==> config.mk <==
export PLATFORM = sky130hd
export DESIGN_NAME = html_escape_bounded_top
export DESIGN_NICKNAME = d
export VERILOG_FILES = /design/src/rtl/core/hesc_pkg.sv /design/src/rtl/core/html_escape_bounded_top.sv /design/src/rtl/core/hesc_front.sv /design/src/rtl/core/hesc_queue.sv /design/src/rtl/core/hesc_back.sv
export VERILOG_INCLUDE_DIRS = /design/src /design/src/rtl/core
export SDC_FILE = /design/constraint.sdc
export NUM_CORES = 1
export LEC_CHECK = 0
export BUFFER_PORTS_ARGS = -buffer_cell sky130_fd_sc_hd__buf_2
export CELL_PAD_IN_SITES_DETAIL_PLACEMENT = 1
export CELL_PAD_IN_SITES_GLOBAL_PLACEMENT = 1
export CORE_MARGIN = 3
export CORE_UTILIZATION = 54
export DETAILED_ROUTE_END_ITERATION = 8
export HOLD_SLACK_MARGIN = 0.08
export PLACE_DENSITY = 0.95
export SYNTH_ARGS = -nofsm -noshare
export SYNTH_HDL_FRONTEND = slang
export SYNTH_SLANG_ARGS = --single-unit
export TNS_END_PERCENT = 50
==> constraint.sdc <==
create_clock -name clk -period 13.01 [get_ports clk]
set_input_delay 0.6505 -clock clk [delete_from_list [all_inputs] [get_ports clk]]
set_output_delay 0.6505 -clock clk [all_outputs]
set_load 0.1 [all_outputs]
==> src/rtl/core/html_escape_bounded_top_defines.svh <==
// Assertion macros for the escaper. Assertions are sampled on clk.
`ifndef HTML_ESCAPE_BOUNDED_TOP_DEFINES_SVH
`define HTML_ESCAPE_BOUNDED_TOP_DEFINES_SVH

`ifndef SYNTHESIS
// Checked outside reset only.
`define HESC_ASSERT(lbl, prop, msg) \
	lbl: assert property (@(posedge clk) disable iff (!arst_n) prop) else $error(msg);
// Checked at every edge, in reset too.
`define HESC_ASSERT_ALWAYS(lbl, prop, msg) \
	lbl: assert property (@(posedge clk) prop) else $error(msg);
`else
`define HESC_ASSERT(lbl, prop, msg)
`define HESC_ASSERT_ALWAYS(lbl, prop, msg)
`endif

`endif

==> src/rtl/core/hesc_pkg.sv <==
package hesc_pkg;

	localparam int COUNT_BITS_DEF  = 16;
	localparam int QUEUE_DEPTH_DEF = 4;
	localparam int OUT_COUNT_W     = 16;
	localparam logic [15:0] CAPACITY_RESET = 16'd4096;

	typedef enum logic [2:0] {
		ESC_NONE,
		ESC_LT,
		ESC_GT,
		ESC_QUOT,
		ESC_APOS,
		ESC_AMP
	} esc_t;

	typedef enum logic [1:0] {
		KIND_DATA  = 2'd0,
		KIND_TERM  = 2'd1,
		KIND_COUNT = 2'd2
	} kind_t;

	// One queued job for the back end
	typedef struct packed {
		logic [7:0]             in_byte;
		esc_t                   esc;
		logic                   data;      // expansion fits, emit it
		logic                   term;      // emit terminator after data
		logic                   cnt_only;  // capacity zero, count result only
		logic [OUT_COUNT_W-1:0] base;      // count before this byte
	} cmd_t;

	typedef struct packed {
		logic full;
		logic empty;
	} qstat_t;

	function automatic esc_t esc_classify(input logic [7:0] b);
		esc_t e;
		unique case (b)
			"<":     e = ESC_LT;
			">":     e = ESC_GT;
			"\"":    e = ESC_QUOT;
			"'":     e = ESC_APOS;
			"&":     e = ESC_AMP;
			default: e = ESC_NONE;
		endcase
		return e;
	endfunction

	function automatic logic [2:0] esc_len(input esc_t e);
		logic [2:0] n;
		unique case (e)
			ESC_LT, ESC_GT:     n = 3'd4;
			ESC_QUOT, ESC_APOS: n = 3'd6;
			ESC_AMP:            n = 3'd5;
			default:            n = 3'd1;
		endcase
		return n;
	endfunction

	// Byte idx of an escape sequence; zero for plain bytes
	function automatic logic [7:0] esc_char(input esc_t e, input logic [2:0] idx);
		logic [7:0] c;
		c = 8'h00;
		unique case (e)
			ESC_LT: begin
				case (idx)
					3'd0:    c = "&";
					3'd1:    c = "l";
					3'd2:    c = "t";
					3'd3:    c = ";";
					default: c = 8'h00;
				endcase
			end
			ESC_GT: begin
				case (idx)
					3'd0:    c = "&";
					3'd1:    c = "g";
					3'd2:    c = "t";
					3'd3:    c = ";";
					default: c = 8'h00;
				endcase
			end
			ESC_QUOT: begin
				case (idx)
					3'd0:    c = "&";
					3'd1:    c = "q";
					3'd2:    c = "u";
					3'd3:    c = "o";
					3'd4:    c = "t";
					3'd5:    c = ";";
					default: c = 8'h00;
				endcase
			end
			ESC_APOS: begin
				case (idx)
					3'd0:    c = "&";
					3'd1:    c = "#";
					3'd2:    c = "0";
					3'd3:    c = "3";
					3'd4:    c = "9";
					3'd5:    c = ";";
					default: c = 8'h00;
				endcase
			end
			ESC_AMP: begin
				case (idx)
					3'd0:    c = "&";
					3'd1:    c = "a";
					3'd2:    c = "m";
					3'd3:    c = "p";
					3'd4:    c = ";";
					default: c = 8'h00;
				endcase
			end
			default: c = 8'h00;
		endcase
		return c;
	endfunction

endpackage

==> src/rtl/core/html_escape_bounded_top.sv <==
// An input transfer reaches its first result through a queue entry, then the output register.
// Throughput: one plain byte per cycle unless in_stall or out_stall holds it; an escaped byte
// holds the back end for its 4 to 6 results, and a terminator or count-only result adds one;
// the 4-entry queue absorbs bursts. The back end emits one result per cycle unless stalled,
// set by its single output register. Reset clears the running count, the truncation flag,
// the queue and the output valid, and sets out_capacity to 4096.
module html_escape_bounded_top #(
	parameter int COUNT_BITS  = hesc_pkg::COUNT_BITS_DEF,
	parameter int QUEUE_DEPTH = hesc_pkg::QUEUE_DEPTH_DEF
) (
	input  logic        clk,
	input  logic        arst_n,
	input  logic        cfg_wen,
	input  logic [15:0] cfg_wdata,
	input  logic        in_valid,
	output logic        in_stall,
	input  logic [7:0]  in_byte,
	input  logic        last_byte,
	output logic        out_valid,
	input  logic        out_stall,
	output logic [7:0]  out_byte,
	output logic [1:0]  item_kind,
	output logic        run_end,
	output logic [15:0] written_count
);

	logic [15:0]      out_capacity_q;
	logic             push;
	logic             pop;
	hesc_pkg::cmd_t   wr_cmd;
	hesc_pkg::cmd_t   head;
	hesc_pkg::qstat_t qstat;

	always_ff @(posedge clk or negedge arst_n) begin
		if (!arst_n) begin
			out_capacity_q <= hesc_pkg::CAPACITY_RESET;
		end else if (cfg_wen) begin
			out_capacity_q <= cfg_wdata;
		end
	end

	hesc_front #(
		.COUNT_BITS(COUNT_BITS)
	) u_front (
		.clk          (clk),
		.arst_n       (arst_n),
		.out_capacity (out_capacity_q),
		.in_valid     (in_valid),
		.in_byte      (in_byte),
		.last_byte    (last_byte),
		.qstat        (qstat),
		.in_stall     (in_stall),
		.push         (push),
		.cmd          (wr_cmd)
	);

	hesc_queue #(
		.DEPTH(QUEUE_DEPTH)
	) u_queue (
		.clk    (clk),
		.arst_n (arst_n),
		.push   (push),
		.wr_cmd (wr_cmd),
		.pop    (pop),
		.head   (head),
		.qstat  (qstat)
	);

	hesc_back u_back (
		.clk           (clk),
		.arst_n        (arst_n),
		.head          (head),
		.qstat         (qstat),
		.pop           (pop),
		.out_stall     (out_stall),
		.out_valid     (out_valid),
		.out_byte      (out_byte),
		.item_kind     (item_kind),
		.run_end       (run_end),
		.written_count (written_count)
	);

endmodule

==> src/rtl/core/hesc_front.sv <==
module hesc_front #(
	parameter int COUNT_BITS = hesc_pkg::COUNT_BITS_DEF
) (
	input  logic              clk,
	input  logic              arst_n,
	input  logic [15:0]       out_capacity,
	input  logic              in_valid,
	input  logic [7:0]        in_byte,
	input  logic              last_byte,
	input  hesc_pkg::qstat_t  qstat,
	output logic              in_stall,
	output logic              push,
	output hesc_pkg::cmd_t    cmd
);

	localparam int CMP_W = ((COUNT_BITS > 16) ? COUNT_BITS : 16) + 1;
	localparam logic [CMP_W-1:0] LIMIT = CMP_W'(1) << COUNT_BITS;

	logic [COUNT_BITS-1:0] bw_q;
	logic                  trunc_q;

	logic             accept;
	hesc_pkg::esc_t   esc;
	logic [2:0]       len;
	logic [CMP_W-1:0] cap_ext;
	logic [CMP_W-1:0] cap;
	logic [CMP_W-1:0] sum;
	logic             cap_zero;
	logic             fits;

	assign in_stall = qstat.full;
	assign accept   = in_valid && !in_stall;

	assign esc      = hesc_pkg::esc_classify(in_byte);
	assign len      = hesc_pkg::esc_len(esc);
	assign cap_ext  = CMP_W'(out_capacity);
	assign cap      = (cap_ext < LIMIT) ? cap_ext : LIMIT;
	assign sum      = CMP_W'(bw_q) + CMP_W'(len);
	assign cap_zero = (out_capacity == 16'd0);
	// keep one slot free for the terminator
	assign fits     = !cap_zero && !trunc_q && (sum < cap);

	always_comb begin
		cmd.in_byte  = in_byte;
		cmd.esc      = esc;
		cmd.data     = fits;
		cmd.term     = last_byte && !cap_zero;
		cmd.cnt_only = last_byte && cap_zero;
		cmd.base     = cap_zero ? '0 : hesc_pkg::OUT_COUNT_W'(bw_q);
	end

	// dropped bytes that do not end the string produce nothing
	assign push = accept && (fits || last_byte);

	always_ff @(posedge clk or negedge arst_n) begin
		if (!arst_n) begin
			bw_q    <= '0;
			trunc_q <= 1'b0;
		end else if (accept) begin
			if (last_byte) begin
				bw_q    <= '0;
				trunc_q <= 1'b0;
			end else if (!cap_zero) begin
				if (fits) begin
					bw_q <= COUNT_BITS'(sum);
				end else begin
					trunc_q <= 1'b1;
				end
			end
		end
	end

endmodule

==> src/rtl/core/hesc_queue.sv <==
`include "html_escape_bounded_top_defines.svh"

module hesc_queue #(
	parameter int DEPTH = hesc_pkg::QUEUE_DEPTH_DEF
) (
	input  logic              clk,
	input  logic              arst_n,
	input  logic              push,
	input  hesc_pkg::cmd_t    wr_cmd,
	input  logic              pop,
	output hesc_pkg::cmd_t    head,
	output hesc_pkg::qstat_t  qstat
);

	localparam int PTR_W = (DEPTH > 1) ? $clog2(DEPTH) : 1;
	localparam int CNT_W = $clog2(DEPTH + 1);

	hesc_pkg::cmd_t   entry_q [DEPTH];
	logic [PTR_W-1:0] wr_ptr_q;
	logic [PTR_W-1:0] rd_ptr_q;
	logic [CNT_W-1:0] count_q;

	function automatic logic [PTR_W-1:0] ptr_next(input logic [PTR_W-1:0] p);
		return (p == PTR_W'(DEPTH - 1)) ? '0 : p + PTR_W'(1);
	endfunction

	assign head        = entry_q[rd_ptr_q];
	assign qstat.full  = (count_q == CNT_W'(DEPTH));
	assign qstat.empty = (count_q == '0);

	always_ff @(posedge clk) begin
		if (push) begin
			entry_q[wr_ptr_q] <= wr_cmd;
		end
	end

	always_ff @(posedge clk or negedge arst_n) begin
		if (!arst_n) begin
			wr_ptr_q <= '0;
			rd_ptr_q <= '0;
			count_q  <= '0;
		end else begin
			if (push) begin
				wr_ptr_q <= ptr_next(wr_ptr_q);
			end
			if (pop) begin
				rd_ptr_q <= ptr_next(rd_ptr_q);
			end
			if (push && !pop) begin
				count_q <= count_q + CNT_W'(1);
			end else if (pop && !push) begin
				count_q <= count_q - CNT_W'(1);
			end
		end
	end

	`HESC_ASSERT(a_count_bound, count_q <= CNT_W'(DEPTH), "queue count beyond depth")
	`HESC_ASSERT(a_no_overflow, push |-> (count_q < CNT_W'(DEPTH)) || pop, "push into full queue")
	`HESC_ASSERT(a_no_underflow, pop |-> (count_q != '0), "pop from empty queue")

endmodule

==> src/rtl/core/hesc_back.sv <==
`include "html_escape_bounded_top_defines.svh"

module hesc_back (
	input  logic                            clk,
	input  logic                            arst_n,
	input  hesc_pkg::cmd_t                  head,
	input  hesc_pkg::qstat_t                qstat,
	output logic                            pop,
	input  logic                            out_stall,
	output logic                            out_valid,
	output logic [7:0]                      out_byte,
	output logic [1:0]                      item_kind,
	output logic                            run_end,
	output logic [hesc_pkg::OUT_COUNT_W-1:0] written_count
);

	logic [2:0]                       idx_q;
	logic                             out_valid_q;
	logic [7:0]                       byte_q;
	hesc_pkg::kind_t                  kind_q;
	logic                             end_q;
	logic [hesc_pkg::OUT_COUNT_W-1:0] count_q;

	logic                             load;
	logic [2:0]                       len;
	logic                             data_phase;
	logic                             data_last;
	logic                             final_piece;
	logic [7:0]                       nxt_byte;
	hesc_pkg::kind_t                  nxt_kind;
	logic                             nxt_end;
	logic [hesc_pkg::OUT_COUNT_W-1:0] nxt_count;

	assign len        = hesc_pkg::esc_len(head.esc);
	assign data_phase = head.data && (idx_q < len);
	assign data_last  = (idx_q == len - 3'd1);

	always_comb begin
		if (data_phase) begin
			nxt_byte    = (head.esc == hesc_pkg::ESC_NONE) ? head.in_byte
			                                            : hesc_pkg::esc_char(head.esc, idx_q);
			nxt_kind    = hesc_pkg::KIND_DATA;
			nxt_count   = head.base + hesc_pkg::OUT_COUNT_W'(idx_q) + hesc_pkg::OUT_COUNT_W'(1);
			final_piece = data_last && !head.term;
		end else begin
			nxt_byte    = 8'h00;
			nxt_kind    = head.cnt_only ? hesc_pkg::KIND_COUNT : hesc_pkg::KIND_TERM;
			nxt_count   = head.data ? head.base + hesc_pkg::OUT_COUNT_W'(len) : head.base;
			final_piece = 1'b1;
		end
		nxt_end = final_piece;
	end

	// advance when the output register is free or being drained
	assign load = !qstat.empty && (!out_valid_q || !out_stall);
	assign pop  = load && final_piece;

	always_ff @(posedge clk or negedge arst_n) begin
		if (!arst_n) begin
			idx_q       <= '0;
			out_valid_q <= 1'b0;
		end else begin
			if (load) begin
				idx_q <= final_piece ? 3'd0 : idx_q + 3'd1;
			end
			if (load) begin
				out_valid_q <= 1'b1;
			end else if (!out_stall) begin
				out_valid_q <= 1'b0;
			end
		end
	end

	always_ff @(posedge clk) begin
		if (load) begin
			byte_q  <= nxt_byte;
			kind_q  <= nxt_kind;
			end_q   <= nxt_end;
			count_q <= nxt_count;
		end
	end

	assign out_valid     = out_valid_q;
	assign out_byte      = byte_q;
	assign item_kind     = kind_q;
	assign run_end       = end_q;
	assign written_count = count_q;

	`HESC_ASSERT(a_term_ends_run, out_valid_q && (kind_q != hesc_pkg::KIND_DATA) |-> end_q, "terminator without run end")
	`HESC_ASSERT(a_count_only_zero, out_valid_q && (kind_q == hesc_pkg::KIND_COUNT) |-> (count_q == '0) && (byte_q == 8'h00), "count-only result not zero")
	`HESC_ASSERT(a_idx_bound, !qstat.empty |-> idx_q <= len, "escape index past sequence")

endmodule

Yosys cells after proc, flatten, opt, wreduce, memory -nomap -nowiden

Memory sizes are Yosys's and may differ from the RTL's.
Cells that the tools add are included.

$add $sub $neg: 10
Magnitude comparators: 3
Equality and inequality tests: 27
Multiplexer cells: 31
Reductions and logical operators: 35

Operators by type and width:

| operator                | count |
|---|---|
| $mux W16                | 6 |
| $pmux W7 S4             | 2 |
| $pmux W7 S6             | 1 |
| $eq A8 B6 Y1 const B    | 5 |
| $pmux W8 S5             | 1 |
| $pmux W6 S6             | 1 |
| $pmux W7 S5             | 1 |
| $add A16 B3 Y16         | 2 |
| $eq A3 B3 Y1 const B    | 7 |
| $eq A3 B2 Y1 const B    | 6 |
| $pmux W3 S3             | 2 |
| $add A16 B3 Y17         | 1 |
| $lt A16 B17 Y1 const B  | 1 |
| $lt A17 B17 Y1          | 1 |
| $mux W17                | 1 |
| $add A16 B1 Y16 const B | 1 |
| $logic_not A16 Y1       | 1 |
| $pmux W3 S5             | 1 |
| $logic_and A1 B1 Y1     | 12 |
| $eq A3 B1 Y1 const B    | 3 |
| $logic_not A1 Y1        | 9 |
| $logic_not A3 Y1        | 3 |
| $mux W3                 | 3 |
| $mux W1                 | 8 |
| other kinds (14)        | 27 |

Register bits: 71
RAM bits: 120
Memories: 1

Memories:

| name            | depth | width | rd ports | clocked after Yosys merged registers in | wr ports | RTL line         | text |
|---|---|---|---|---|---|---|---|
| u_queue.entry_q | 4     | 30    | 1        | 0                                       | 1        | hesc_queue.sv:18 | `hesc_pkg::cmd_t entry_q [DEPTH];` |

Logic depth before layout (Yosys ltp)

Gate-level depths: netlist (run 1).

Word-level depth: 14
Mapped depth: 25

Cells and area by module

Synthesis (run 1) repeated with hierarchy kept, for this count alone.

Cells, all modules: 727
Area total of the unflattened synthesis: 9863.2 sq um

Modules (own cells, without submodules):

| module                  | instances | cells each | area each (sq um) | sequential area each (sq um) |
|---|---|---|---|---|
| hesc_queue              | 1         | 194        | 4782.1            | 3778.6 |
| hesc_back               | 1         | 245        | 2422.3            | 910.9 |
| hesc_front              | 1         | 254        | 2008.2            | 425.4 |
| html_escape_bounded_top | 1         | 34         | 650.6             | 401.6 |

Worst setup path after synthesis (run 1)

No wires, ideal clock.

Kind: input -> register
Start point: in in_byte[3]
End point: reg u_queue.count_q[1]
Setup time: 125 ps
Data arrival time: 4972 ps
Setup slack: 7913 ps
Stages: 22
Path buffers: 0
Cell sequence: nor3b_1 -> nand2b_1 -> a21oi_1 -> o21ai_0 -> ha_1 -> inv_1 -> fa_1 -> nor2b_1 -> o21ai_0 -> nor2_1 -> nand4_1 -> xnor2_1 -> ha_1 -> nand4_1 -> nor4_1 -> a221oi_1 -> o31ai_1 -> inv_1 -> ha_1 -> inv_1 -> fa_1 -> mux2_2

Cells in the longest elaborated chain, start to end: 13
Elaborated cells on any way between the ends: 24
Those cells by class: add/sub (1); order compare (1); eq/ne (10); mux (3); reduce/logical (9)

Ends and longest elaborated chain:

| element                                    | RTL line                      | text |
|---|---|---|
| from (decl)                                | html_escape_bounded_top.sv:17 | `input logic [7:0] in_byte,` |
| $eq A8 B6 Y1                               | hesc_pkg.sv:40                | `unique case (b)` |
| $pmux W3 S5 *                              | hesc_pkg.sv:40                |  |
| $eq A3 B2 Y1, or another cell as far along | hesc_pkg.sv:53                | `unique case (e)` |
| $reduce_or A2 Y1                           | hesc_pkg.sv:53                |  |
| $pmux W3 S3 *                              | hesc_pkg.sv:53                |  |
| $add A16 B3 Y17 *                          | hesc_front.sv:38              | `assign sum = CMP_W'(bw_q) + CMP_W'(len);` |
| $lt A17 B17 Y1 *                           | hesc_front.sv:41              | `assign fits = !cap_zero && !trunc_q && (sum < cap);` |
| $logic_and A1 B1 Y1 *                      | hesc_front.sv:41              |  |
| $logic_or A1 B1 Y1 *                       | hesc_front.sv:53              | `assign push = accept && (fits \|\| last_byte);` |
| $logic_and A1 B1 Y1 *                      | hesc_front.sv:53              |  |
| via push                                   | html_escape_bounded_top.sv:28 | `logic push;` |
| $logic_not A1 Y1                           | hesc_queue.sv:51              | `end else if (pop && !push) begin` |
| $logic_and A1 B1 Y1                        | hesc_queue.sv:51              |  |
| $reduce_bool A2 Y1 (no source line)        | -                             |  |
| to (signal assigned)                       | hesc_queue.sv:50              | `count_q <= count_q + CNT_W'(1);` |
| to (signal assigned)                       | hesc_queue.sv:52              | `count_q <= count_q - CNT_W'(1);` |
| to (decl)                                  | hesc_queue.sv:21              | `logic [CNT_W-1:0] count_q;` |

The timed path passes the listed nets; every way through them passes the cells marked *.
A chain may end at the register's enable or synchronous reset.

Worst setup path after layout (run 1)

Start point: reg u_queue.rd_ptr_q[1]
End point: reg u_queue.count_q[2]

Cells in the longest elaborated chain, start to end: 12
Elaborated cells on any way between the ends: 22
Those cells by class: add/sub (1); order compare (1); eq/ne (6); mux (3); reduce/logical (10); memory (1)

Ends and longest elaborated chain:

| element                                       | RTL line         | text |
|---|---|---|
| from (decl)                                   | hesc_queue.sv:20 | `logic [PTR_W-1:0] rd_ptr_q;` |
| from (signal assigned)                        | hesc_queue.sv:47 | `rd_ptr_q <= ptr_next(rd_ptr_q);` |
| $mem_v2 Z4 W30 *                              | -                |  |
| $eq A3 B2 Y1, or another cell as far along    | hesc_pkg.sv:53   |  |
| $reduce_or A2 Y1                              | hesc_pkg.sv:53   |  |
| $pmux W3 S3                                   | hesc_pkg.sv:53   |  |
| $sub A3 B1 Y3                                 | hesc_back.sv:36  | `assign data_last = (idx_q == len - 3'd1);` |
| $eq A3 B3 Y1                                  | hesc_back.sv:36  |  |
| $logic_and A1 B1 Y1                           | hesc_back.sv:44  | `final_piece = data_last && !head.term;` |
| $mux W1 *                                     | hesc_back.sv:39  | `if (data_phase) begin` |
| via u_back.final_piece                        | hesc_back.sv:28  | `logic final_piece;` |
| $logic_and A1 B1 Y1 *                         | hesc_back.sv:56  | `assign pop = load && final_piece;` |
| $logic_not A1 Y1                              | hesc_queue.sv:49 | `if (push && !pop) begin` |
| $logic_and A1 B1 Y1                           | hesc_queue.sv:49 |  |
| $mux W3 or $reduce_bool A2 Y1 (tied branches) | -                |  |

Marks and branches as above.

==> results.sh, run 1 <==
export IMPL_start_util_pct=55.8
export IMPL_finalSetupViolations=0
export IMPL_critPathCaptureType="register"
export IMPL_dr_pass1_iters=5
export IMPL_cts_buffer_depth=2
export IMPL_clkTransAtPathRegs_ns=0.07
export IMPL_slowest_stage="dfrtp_1"
export IMPL_async_reset_ff_share_pct=23.0
export IMPL_vdd_drop_max_uv=182
export IMPL_diodes=0
export IMPL_synth_top_cell_by_area="edfxtp_1"
export IMPL_synthTopCellsByCount="edfxtp_1 (147), nand2_1 (58), inv_1 (47), dfrtp_1 (43), ha_1 (38)"
export IMPL_hp_class="in2async"
export IMPL_ios=59
export IMPL_ys_ff_latch=191
export IMPL_post_cts_buffers=0
export IMPL_gp_congestion=0.883
export IMPL_netlist_area_mm2=0.00936
export IMPL_timing_final_crit_share_pct=45.3
export IMPL_critPathMaxFanout=33
export IMPL_holdBufCountCts=0
export IMPL_ys_types=58
export IMPL_status="complete, no violations"
export IMPL_synth_avg_cell_area_um2=13.0
export IMPL_worstPathArrival_ns=6.25
export IMPL_synth_nets=790
export IMPL_critPathTopFamily="simple AND/OR/NAND/NOR gates"
export IMPL_die_h_um=138
export IMPL_rr_startpoint="u_queue.rd_ptr_q[1]$_DFFE_PN0P_"
export IMPL_htreeDepth=4
export IMPL_cts_tree="built"
export IMPL_synthTopCellsByArea="edfxtp_1 (47%), dfrtp_1 (11%), mux4_2 (7.2%)"
export IMPL_grt_max_degree=45
export IMPL_via_per_inst=6.17
export IMPL_dieArea_mm2=0.0189
export IMPL_yosysMostFrequentCell="edfxtp_1"
export IMPL_grt_overflow_total=0
export IMPL_drtIter0Drc=562
export IMPL_synth_edf_count=147
export IMPL_first_global_vias=6465
export IMPL_max_freq_mhz=170
export IMPL_netlist_area_leader_share_pct=47.2
export IMPL_fillerInstances=1646
export IMPL_cts_resized=0
export IMPL_cts_sinks=191
export IMPL_reg2regPathDepth=18
export IMPL_syn_inst=718
export IMPL_vias=6172
export IMPL_clock_root_buffer="clkbuf_16"
export IMPL_grt_pass1_wl_mm=36.0
export IMPL_setup_tns_ns=0
export IMPL_drc=0
export IMPL_drive_gt1_share_pct=17.9
export IMPL_grt_usage_pct=25.2
export IMPL_cts_made_buffers=17
export IMPL_cp_required_ns=13.37
export IMPL_slew_viol_final=0
export IMPL_slew_headroom_pct=22.1
export IMPL_antenna_found_initial=0
export IMPL_period_minus_slack_ns=5.89
export IMPL_worst_pin_slew_ns=1.17
export IMPL_final_util_pct=62.3
export IMPL_finalNetCount=840
export IMPL_seq_area_frac_synth_pct=58.9
export IMPL_p_per_area_mw_per_mm2=271
export IMPL_clock_skew_ns=0.0120
export IMPL_power_total_mw=2.83
export IMPL_core_mm2=0.0168
export IMPL_fp_dieW_um=138
export IMPL_r2r_end="u_queue.count_q[2]$_DFFE_PN0P_"
export IMPL_reg2reg_setup_slack_ns=7.12
export IMPL_cp_num_buf_inv=3
export IMPL_leakage_nw=4.05
export IMPL_crit_type="reg2reg"
export IMPL_dpl_hpwl_mm=15.5
export IMPL_max_stage_delay_ns=0.98
export IMPL_syn2layout_area_growth_pct=11.5
export IMPL_worstPathCellList="buf_4 -> mux4_2 -> and3_1 -> a21oi_1 -> ha_1 -> nor2b_1 -> o21ai_0 -> nand2b_1 -> nor2_1 -> o31ai_4 -> and2_4 -> inv_1 -> ha_1 -> inv_1 -> fa_1 -> xor2_1 -> nor2_1 -> xnor2_1"
export IMPL_synthFlopType="edfxtp_1"
export IMPL_clkLatencyLatePin_ns=0.44
export IMPL_routed_wl_mm=22.5
export IMPL_ys_warn_count=0
export IMPL_core_rowCount=47
export IMPL_ant_nets=0
export IMPL_rsz0062_at_grt="false"
export IMPL_max_cap_violations=0
export IMPL_port_buffers=58
export IMPL_worst_setup_path_start_kind="register"
export IMPL_wire_per_inst_um=22.5
export IMPL_finalHoldViolations=0
## how the worst max path moves through the flow
| stage | start | endpoint | slack, ns | cells past startpoint |
|---|---|---|---|---|
| 2_1_floorplan | in_byte[3] | u_queue.count_q[1]$_DFFE_PN0P_ | 7.91 | 22 |
| 3_3_place_gp | in_byte[3] | u_queue.count_q[2]$_DFFE_PN0P_ | 7.42 | 27 |
| 3_5_place_dp | in_byte[1] | u_queue.count_q[2]$_DFFE_PN0P_ | 6.96 | 23 |
| 4_1_cts | u_queue.rd_ptr_q[1]$_DFFE_PN0P_ | u_queue.count_q[2]$_DFFE_PN0P_ | 7.12 | 18 |
| 5_1_grt | in_byte[1] | u_queue.count_q[2]$_DFFE_PN0P_ | 6.56 | 27 |
| 6_report | u_queue.rd_ptr_q[1]$_DFFE_PN0P_ | u_queue.count_q[2]$_DFFE_PN0P_ | 7.12 | 18 |
## layer usage
metal	vias to the layer above	global-route usage, %	routed length (um)
li1	2784	-	-
met1	3142	33.7	9490
met2	205	42.7	11500
met3	41	4.20	1040
met4	0	7.48	490
met5	-	0	0
## cell families after synthesis
group,synth area share (%)
and+or+nand+nor,10.3
xor gates and xnor gates,3.37
AOI/OAI and AO/OA,9.46
DFF,58.9
muxes,8.58
adders and majority gates,5.94
buffers and inverters,3.42
## layout make-up
cell class / instances / area, um2 / area share, %
clock inverter: 15 / 173 / 1.65
sequential: 191 / 5520 / 52.9
timing repair buffer: 65 / 343 / 3.28
clock buffer: 17 / 425 / 4.08
tap: 220 / 275 / 2.64
multi-input combinational: 445 / 3520 / 33.8
inverter: 48 / 180 / 1.73
## flip-flops by register name, indices dropped and copies added, names as in the netlist
register	flops
u_back.written_count	16
u_queue.count_q	3
u_back.item_kind	2
u_queue.entry_q	120
u_back.out_valid	1
u_back.idx_q	3
u_queue.rd_ptr_q	2
u_front.bw_q	16
out_capacity_q	16
u_back.run_end	1
u_front.trunc_q	1
u_queue.wr_ptr_q	2
u_back.out_byte	8
## report_power, final
group	total, mW	internal [mW]	switching [mW]	leakage [nW]
Combinational	1.38	0.425	0.954	1.80
Sequential	0.919	0.842	0.0768	1.96
Clock	0.529	0.290	0.238	0.290
Total	2.83	1.56	1.27	4.05
## cells in the final DEF, fill, tap and decap left out, types with 8 or more instances in the layout
cell       synthesis  routed
mux4_2            30      30
nor2b_1            8       8
nand2_1           58      58
inv_1             47      47
nand3_1           12      12
dfrtp_1           43      42
and2_1            27      27
o21ai_0           35      35
buf_2              4      58
a32o_1            10      10
or3_1              8       8
nor2_1            31      31
ha_1              38      38
xnor2_1           30      30
nor3_1            12      12
edfxtp_1         147     147
a21oi_1           32      32
clkbuf_16          0      17
nand4_1            9       9
and3_1             8       8
## per-stage QoR
stage | instance area, um2 | hold WS, ns | setup slack [ns] | cells
floorplan | 9360 | 0.355 | 7.91 | 718
global placement | 9840 | 0.480 | 7.42 | 969
detailed placement | 9840 | 0.495 | 6.96 | 969
CTS | 10400 | 0.406 | 7.12 | 1001
global route | 10400 | 0.432 | 6.56 | 1001
finish | 10400 | 0.392 | 7.12 | 1001
Power figures use the tool's default switching activity.
==> run 2: changes to the inputs <==
--- a/config.mk
+++ b/config.mk
@@ -6,14 +6,15 @@
 export SDC_FILE = /design/constraint.sdc
 export NUM_CORES = 1
 export LEC_CHECK = 0
+export ABC_AREA = 1
 export BUFFER_PORTS_ARGS = -buffer_cell sky130_fd_sc_hd__buf_2
 export CELL_PAD_IN_SITES_DETAIL_PLACEMENT = 1
 export CELL_PAD_IN_SITES_GLOBAL_PLACEMENT = 1
 export CORE_MARGIN = 3
-export CORE_UTILIZATION = 54
+export CORE_UTILIZATION = 48
 export DETAILED_ROUTE_END_ITERATION = 8
 export HOLD_SLACK_MARGIN = 0.08
-export PLACE_DENSITY = 0.95
+export PLACE_DENSITY = 0.91
 export SYNTH_ARGS = -nofsm -noshare
 export SYNTH_HDL_FRONTEND = slang
 export SYNTH_SLANG_ARGS = --single-unit
==> constraint.sdc (replaced) <==
create_clock -name clk -period 5.8 [get_ports clk]
set_input_delay 0.29 -clock clk [delete_from_list [all_inputs] [get_ports clk]]
set_output_delay 0.29 -clock clk [all_outputs]
set_load 0.1 [all_outputs]
==> run 2 against run 1 <==
- via count rose by 22%
- first-iteration DRC count fell by 10%
- core utilization fell by 6.5 points
- final area rose by 5.4%
- critical path type is now in2reg
- critical endpoint unchanged
- largest cell class unchanged
- largest power group unchanged
==> results.sh, run 2 <==
export IMPL_syn2layout_area_growth_pct=12.4
export IMPL_synthTopCellsByArea="edfxtp_1 (45%), dfrtp_1 (11%), nand2_1 (9.2%)"
export IMPL_syn_inst=1016
export IMPL_max_flop_register="u_queue.entry_q"
export IMPL_finalSetupViolations=0
export IMPL_drc=0
export IMPL_cp_required_ns=6.12
export IMPL_synth_nets=1088
export IMPL_clkTransAtPathRegs_ns=0.06
export IMPL_cts_made_buffers=17
export IMPL_internal_power_mw=3.39
export IMPL_clock_root_buffer="clkbuf_16"
export IMPL_p_seq_share_pct=32.2
export IMPL_layout_common_cells="nand2_1 (241), edfxtp_1 (147), inv_1 (115), nor2_1 (115), nand3_1 (71)"
export IMPL_max_stage_delay_ns=0.57
export IMPL_synth_simple_area_share_pct=20.7
export IMPL_start_util_pct=49.6
export IMPL_port_buffers=58
export IMPL_synth_compound_area_share_pct=7.91
export IMPL_post_cts_buffers=0
export IMPL_routed_wl_mm=25.8
export IMPL_ant_nets=0
export IMPL_largest_reg_flops=120
export IMPL_p_per_area_mw_per_mm2=606
export IMPL_dr_pass1_iters=5
export IMPL_period_minus_slack_ns=5.26
export IMPL_seq_area_frac_synth_pct=56.4
export IMPL_cts_tree="built"
export IMPL_synth_top_family_by_area="simple AND/OR/NAND/NOR gates"
export IMPL_crit_type="in2reg"
export IMPL_grt_pass1_wl_mm=41.6
export IMPL_ys_warn_count=0
export IMPL_hp_class="in2reg"
export IMPL_netlist_area_mm2=0.00979
export IMPL_wire_per_inst_um=18.9
export IMPL_timing_final_crit_share_pct=90.8
export IMPL_antenna_found_initial=0
export IMPL_power_switching_mw=3.28
export IMPL_synth_top_cell_by_area="edfxtp_1"
export IMPL_finalNetCount=1163
export IMPL_synthTopCellsByCount="nand2_1 (241), edfxtp_1 (147), inv_1 (115), nor2_1 (115), nand3_1 (71)"
export IMPL_core_mm2=0.0197
export IMPL_grt_max_degree=66
export IMPL_critPathMaxFanout=19
export IMPL_drive_gt1_share_pct=12.3
export IMPL_setup_tns_ns=0
export IMPL_muxShareOfSynthArea_pct=0.115
export IMPL_ios=59
export IMPL_place_ws_ns=0.680
export IMPL_via_per_inst=5.50
export IMPL_critPathCaptureType="register"
export IMPL_htreeDepth=4
export IMPL_gp_congestion=0.861
export IMPL_fp_dieW_um=149
export IMPL_clkPwrFrac_pct=15.7
export IMPL_slew_headroom_pct=29.2
export IMPL_clock_skew_ns=0.0117
export IMPL_finalWorstSetupSlack_ns=0.535
export IMPL_netlist_area_leader_share_pct=45.1
export IMPL_async_reset_ff_share_pct=23.0
export IMPL_drtIter0Drc=503
export IMPL_cts_sinks=191
export IMPL_grt_usage_pct=24.1
export IMPL_ys_types=52
export IMPL_diodes=0
export IMPL_clkLatencyLatePin_ns=0.45
export IMPL_synth_fa_ha_area_share_pct=5.67
export IMPL_yosysMostFrequentCell="nand2_1"
export IMPL_die_h_um=149
export IMPL_status="complete, no violations"
export IMPL_grt_overflow_total=0
export IMPL_max_freq_mhz=190
export IMPL_leakage_nw=4.80
export IMPL_cts_buffer_depth=2
export IMPL_dpl_hpwl_mm=17.6
export IMPL_core_rowCount=51
export IMPL_synth_xor_area_share_pct=2.24
export IMPL_slowest_stage="dlygate4sd3_1"
export IMPL_synth_edf_count=147
export IMPL_crit_top_cell="nand2_1"
export IMPL_vias=7525
export IMPL_combPwrFrac_pct=52.2
export IMPL_max_cap_violations=0
export IMPL_ys_ff_latch=191
export IMPL_worstPathArrival_ns=5.58
export IMPL_rsz0062_at_grt="false"
export IMPL_synth_avg_cell_area_um2=9.64
export IMPL_finalHoldViolations=0
export IMPL_vdd_drop_max_uv=252
export IMPL_dieArea_mm2=0.0221
export IMPL_worst_setup_path_start_kind="input port"
export IMPL_worst_pin_slew_ns=1.06
export IMPL_swShare_pct=49.2
export IMPL_synthFlopType="edfxtp_1"
export IMPL_slew_viol_final=0
export IMPL_layout_commonest_cell="nand2_1"
export IMPL_first_global_vias=8002
-- run 2: cell types whose count changed after synthesis, sizes merged, moves of 30 or more --
cell	change
nor2	+86
nand3	+63
o21ai	+30
nand2	+194
inv	+75
mux4	-30
-- run 2: final cells by class --
cell class,count,area (um2)
fillers,2237,8720
clock inverters,12,72.6
inverters,124,473
flip-flops and latches,191,5520
clock buffers,18,429
repair buffers,89,576
multi-input cells,668,3600
well taps,265,332
-- run 2: worst paths after layout --
check	startpoint	endpoint	slack [ns]	cells past startpoint
worst min-delay path	in_byte[2]	u_queue.entry_q[0][24]$_DFFE_PP_	0.12	1
max in group asynchronous	arst_n	u_queue.rd_ptr_q[0]$_DFFE_PN0P_	4.50	2
worst max register to register	u_queue.rd_ptr_q[0]$_DFFE_PN0P_	u_queue.count_q[1]$_DFFE_PN0P_	1.17	21
worst min register to register	u_back.out_valid$_DFFE_PN0P_	u_back.out_valid$_DFFE_PN0P_	0.52	2
min in group asynchronous	arst_n	out_capacity_q[9]$_DFFE_PN0P_	0.57	2
worst max-delay path	in_byte[6]	u_queue.count_q[2]$_DFFE_PN0P_	0.54	35
-- run 2: layer usage --
| layer | part of all wire [%] | GRT usage, % |
|---|---|---|
| met5 | 0 | 0 |
| met4 | 2.2 | 7.96 |
| met3 | 4.1 | 4.41 |
| met2 | 52 | 43.4 |
| met1 | 42 | 29.4 |
-- run 2: kinds of logic after synthesis --
| family | Yosys count |
|---|---|
| and+or+nand+nor | 471 |
| DFF | 191 |
| buffers and inverters | 157 |
| AOI/OAI and AO/OA | 129 |
| adders and majority gates | 42 |
| xor gates and xnor gates | 25 |
| muxes | 1 |
-- run 2: repair_timing --
item	CTS	global route
hold buffers	21	0
gates resized for setup	0	1
hold endpoints to repair	72	0
setup endpoints to repair	0	2
-- run 2: critical path: cells and delay by family --
kind | cells | cell delay, ns
buf+inv | 6 | 0.95
xor+xnor | 2 | 0.36
simple gates | 19 | 2.07
fa+ha+maj | 5 | 1.43
compound gates | 3 | 0.47
-- run 2: metrics by stage --
| stage | power (mW) | util, % | cells | instance area, um2 | hold slack, ns |
|---|---|---|---|---|---|
| finish | 6.67 | 55.8 | 1367 | 11000 | 0.123 |
| global route | 7.11 | 55.8 | 1367 | 11000 | 0.107 |
| CTS | 6.68 | 55.8 | 1367 | 11000 | 0.106 |
| detailed placement | 5.60 | 52.2 | 1316 | 10300 | 0.496 |
| global placement | 5.38 | 52.2 | 1316 | 10300 | 0.491 |
| floorplan | 4.82 | - | 1016 | 9790 | -0.00559 |
-- run 2: power by group through the flow --
stage	combinational (mW)	sequential [mW]	clock [mW]
floorplan	1.97	2.84	0
global placement	3.24	2.13	0
detailed placement	3.43	2.17	0
CTS	3.47	2.14	1.06
global route	3.82	2.17	1.12
finish	3.48	2.14	1.04
==> run 3: changes to the inputs <==
--- a/config.mk
+++ b/config.mk
@@ -10,6 +10,7 @@
 export BUFFER_PORTS_ARGS = -buffer_cell sky130_fd_sc_hd__buf_2
 export CELL_PAD_IN_SITES_DETAIL_PLACEMENT = 1
 export CELL_PAD_IN_SITES_GLOBAL_PLACEMENT = 1
+export CORE_ASPECT_RATIO = 1.1
 export CORE_MARGIN = 3
 export CORE_UTILIZATION = 48
 export DETAILED_ROUTE_END_ITERATION = 8
==> run 3 against run 2 <==
- total power is 2.9% higher
- sequential power hardly changed
- final area is 0.42% higher
- clock-buffer cell count is 2 higher
- critical path depth is 1 higher
- core utilization is 0.37 points lower
- hold slack worse by 0.028 ns
- critical path type unchanged
- largest power group unchanged
==> results.sh, run 3 (synthesized netlist as in run 2, its figures left out) <==
export IMPL_status="complete, no violations"
export IMPL_worst_pin_slew_ns=0.972
export IMPL_dpl_hpwl_mm=18.1
export IMPL_clkTransAtPathRegs_ns=0.07
export IMPL_grt_overflow_total=0
export IMPL_drive_gt1_share_pct=12.8
export IMPL_cts_made_buffers=17
export IMPL_fp_dieW_um=142
export IMPL_routed_wl_mm=26.9
export IMPL_instances_no_fill=1353
export IMPL_start_util_pct=49.1
export IMPL_power_switching_mw=3.36
export IMPL_drc=0
export IMPL_cp_required_ns=6.12
export IMPL_finalHoldViolations=0
export IMPL_worst_setup_path_start_kind="input port"
export IMPL_dr_pass1_iters=6
export IMPL_cts_buffer_depth=2
export IMPL_endpoint="u_queue.count_q[2]$_DFFE_PN0P_"
export IMPL_worstPathArrival_ns=5.60
export IMPL_critPathMaxFanout=19
export IMPL_max_stage_delay_ns=0.55
export IMPL_cts_sinks=191
export IMPL_core_rowCount=54
export IMPL_crit_type="in2reg"
export IMPL_port_buffers=58
export IMPL_cp_startpoint="in_byte[6]"
export IMPL_slew_viol_final=0
export IMPL_internal_power_mw=3.50
export IMPL_largest_reg_flops=120
export IMPL_slowest_stage="dlygate4sd3_1"
export IMPL_antenna_found_initial=0
export IMPL_hold_slack_ns=0.0950
export IMPL_gp_congestion=0.945
export IMPL_hp_class="in2reg"
export IMPL_clock_root_buffer="clkbuf_16"
export IMPL_core_mm2=0.0199
export IMPL_layout_common_cells="nand2_1 (241), edfxtp_1 (147), inv_1 (115)"
export IMPL_first_global_vias=8364
export IMPL_layout_commonest_cell="nand2_1"
export IMPL_cts_tree="built"
export IMPL_ant_nets=0
export IMPL_vias=7646
export IMPL_grt_max_degree=66
export IMPL_combPwrFrac_pct=52.1
export IMPL_clkPwrFrac_pct=17.0
export IMPL_crit_top_cell="nand2_1"
export IMPL_p_per_area_mw_per_mm2=621
export IMPL_grt_usage_pct=25.2
export IMPL_fillerInstances=2247
export IMPL_fin_area_mm2=0.0110
export IMPL_ios=59
export IMPL_p_seq_share_pct=30.8
export IMPL_dieArea_mm2=0.0221
export IMPL_clkLatencyLatePin_ns=0.45
export IMPL_clock_skew_ns=0.0101
export IMPL_dp_cells=1304
export IMPL_reg2regPathDepth=21
export IMPL_period_minus_slack_ns=5.28
export IMPL_finalSetupViolations=0
export IMPL_wire_per_inst_um=19.9
export IMPL_htreeDepth=4
export IMPL_final_util_pct=55.4
export IMPL_vdd_drop_max_uv=293
export IMPL_max_flop_register="u_queue.entry_q"
export IMPL_syn2layout_area_growth_pct=12.9
export IMPL_timing_final_crit_share_pct=91.0
export IMPL_die_h_um=156
export IMPL_via_per_inst=5.65
export IMPL_post_cts_buffers=0
export IMPL_rr_startpoint="u_queue.rd_ptr_q[0]$_DFFE_PN0P_"
export IMPL_swShare_pct=49.0
export IMPL_rsz0062_at_grt="false"
export IMPL_finalNetCount=1160
export IMPL_max_cap_violations=0
export IMPL_setup_tns_ns=0
export IMPL_max_freq_mhz=189
export IMPL_leakage_nw=4.81
export IMPL_diodes=0
export IMPL_slew_headroom_pct=35.1
export IMPL_r2r_end="u_queue.count_q[2]$_DFFE_PN0P_"
export IMPL_dpl_cell_area_mm2=0.0103
export IMPL_critPathCaptureType="register"
export IMPL_grt_pass1_wl_mm=43.4
export IMPL_reg2reg_setup_slack_ns=1.39
export IMPL_drtIter0Drc=556
==> run 3: power groups by stage <==
stage	clock network (mW)	logic, mW	registers (mW)
after floorplan	0	1.97	2.84
final	1.17	3.58	2.11
after detailed placement	0	3.50	2.14
after global placement	0	3.29	2.10
after CTS	1.17	3.56	2.12
after global routing	1.24	3.90	2.15
==> run 3: final cells by class <==
type	count	area [um2]	share of cell area, %
inverters	124	473	4.28
flip-flops and latches	191	5520	49.9
clock buffers	20	437	3.95
clock inverters	12	136	1.23
repair buffers	86	543	4.92
well taps	252	315	2.85
multi-input cells	668	3630	32.8
==> run 3: repair_timing <==
action	in CTS	in global routing
setup endpoints to repair	0	2
hold buffers	17	0
hold endpoints to repair	64	0
gates resized for setup	0	6
==> run 3: how the worst min path moves through the flow <==
stage | startpoint | to | depth (start not counted)
after floorplan | arst_n | out_capacity_q[0]$_DFFE_PN0P_ | 0
after global placement | arst_n | u_back.out_valid$_DFFE_PN0P_ | 2
after detailed placement | arst_n | u_queue.count_q[2]$_DFFE_PN0P_ | 2
after CTS | out_stall | u_back.out_valid$_DFFE_PN0P_ | 3
after global routing | out_stall | u_back.out_valid$_DFFE_PN0P_ | 3
final | out_stall | u_back.out_valid$_DFFE_PN0P_ | 3
==> run 3: stage by stage <==
| stage | worst slack (ns) | total power, mW |
|---|---|---|
| floorplan | -0.0391 | 4.82 |
| global placement | 0.900 | 5.39 |
| detailed placement | 0.500 | 5.64 |
| CTS | 0.377 | 6.85 |
| global route | 0.0131 | 7.29 |
| finish | 0.523 | 6.86 |
==> run 3: routing by layer <==
| layer | track usage, % | wire length (um) | part of all wire (%) |
|---|---|---|---|
| met5 | 0 | 0 | 0 |
| met4 | 10.6 | 873 | 3.2 |
| met3 | 4.60 | 1250 | 4.7 |
| met2 | 45.1 | 14000 | 52 |
| met1 | 29.7 | 10700 | 40 |
==> run 3: worst max-delay path: cells and delay by family <==
kind	cells	cell delay [ns]
AOI/OAI and AO/OA	3	0.31
xor gates and xnor gates	2	0.42
adders and majority gates	4	1.21
buffers and inverters	4	0.86
and+or+nand+nor	23	2.51
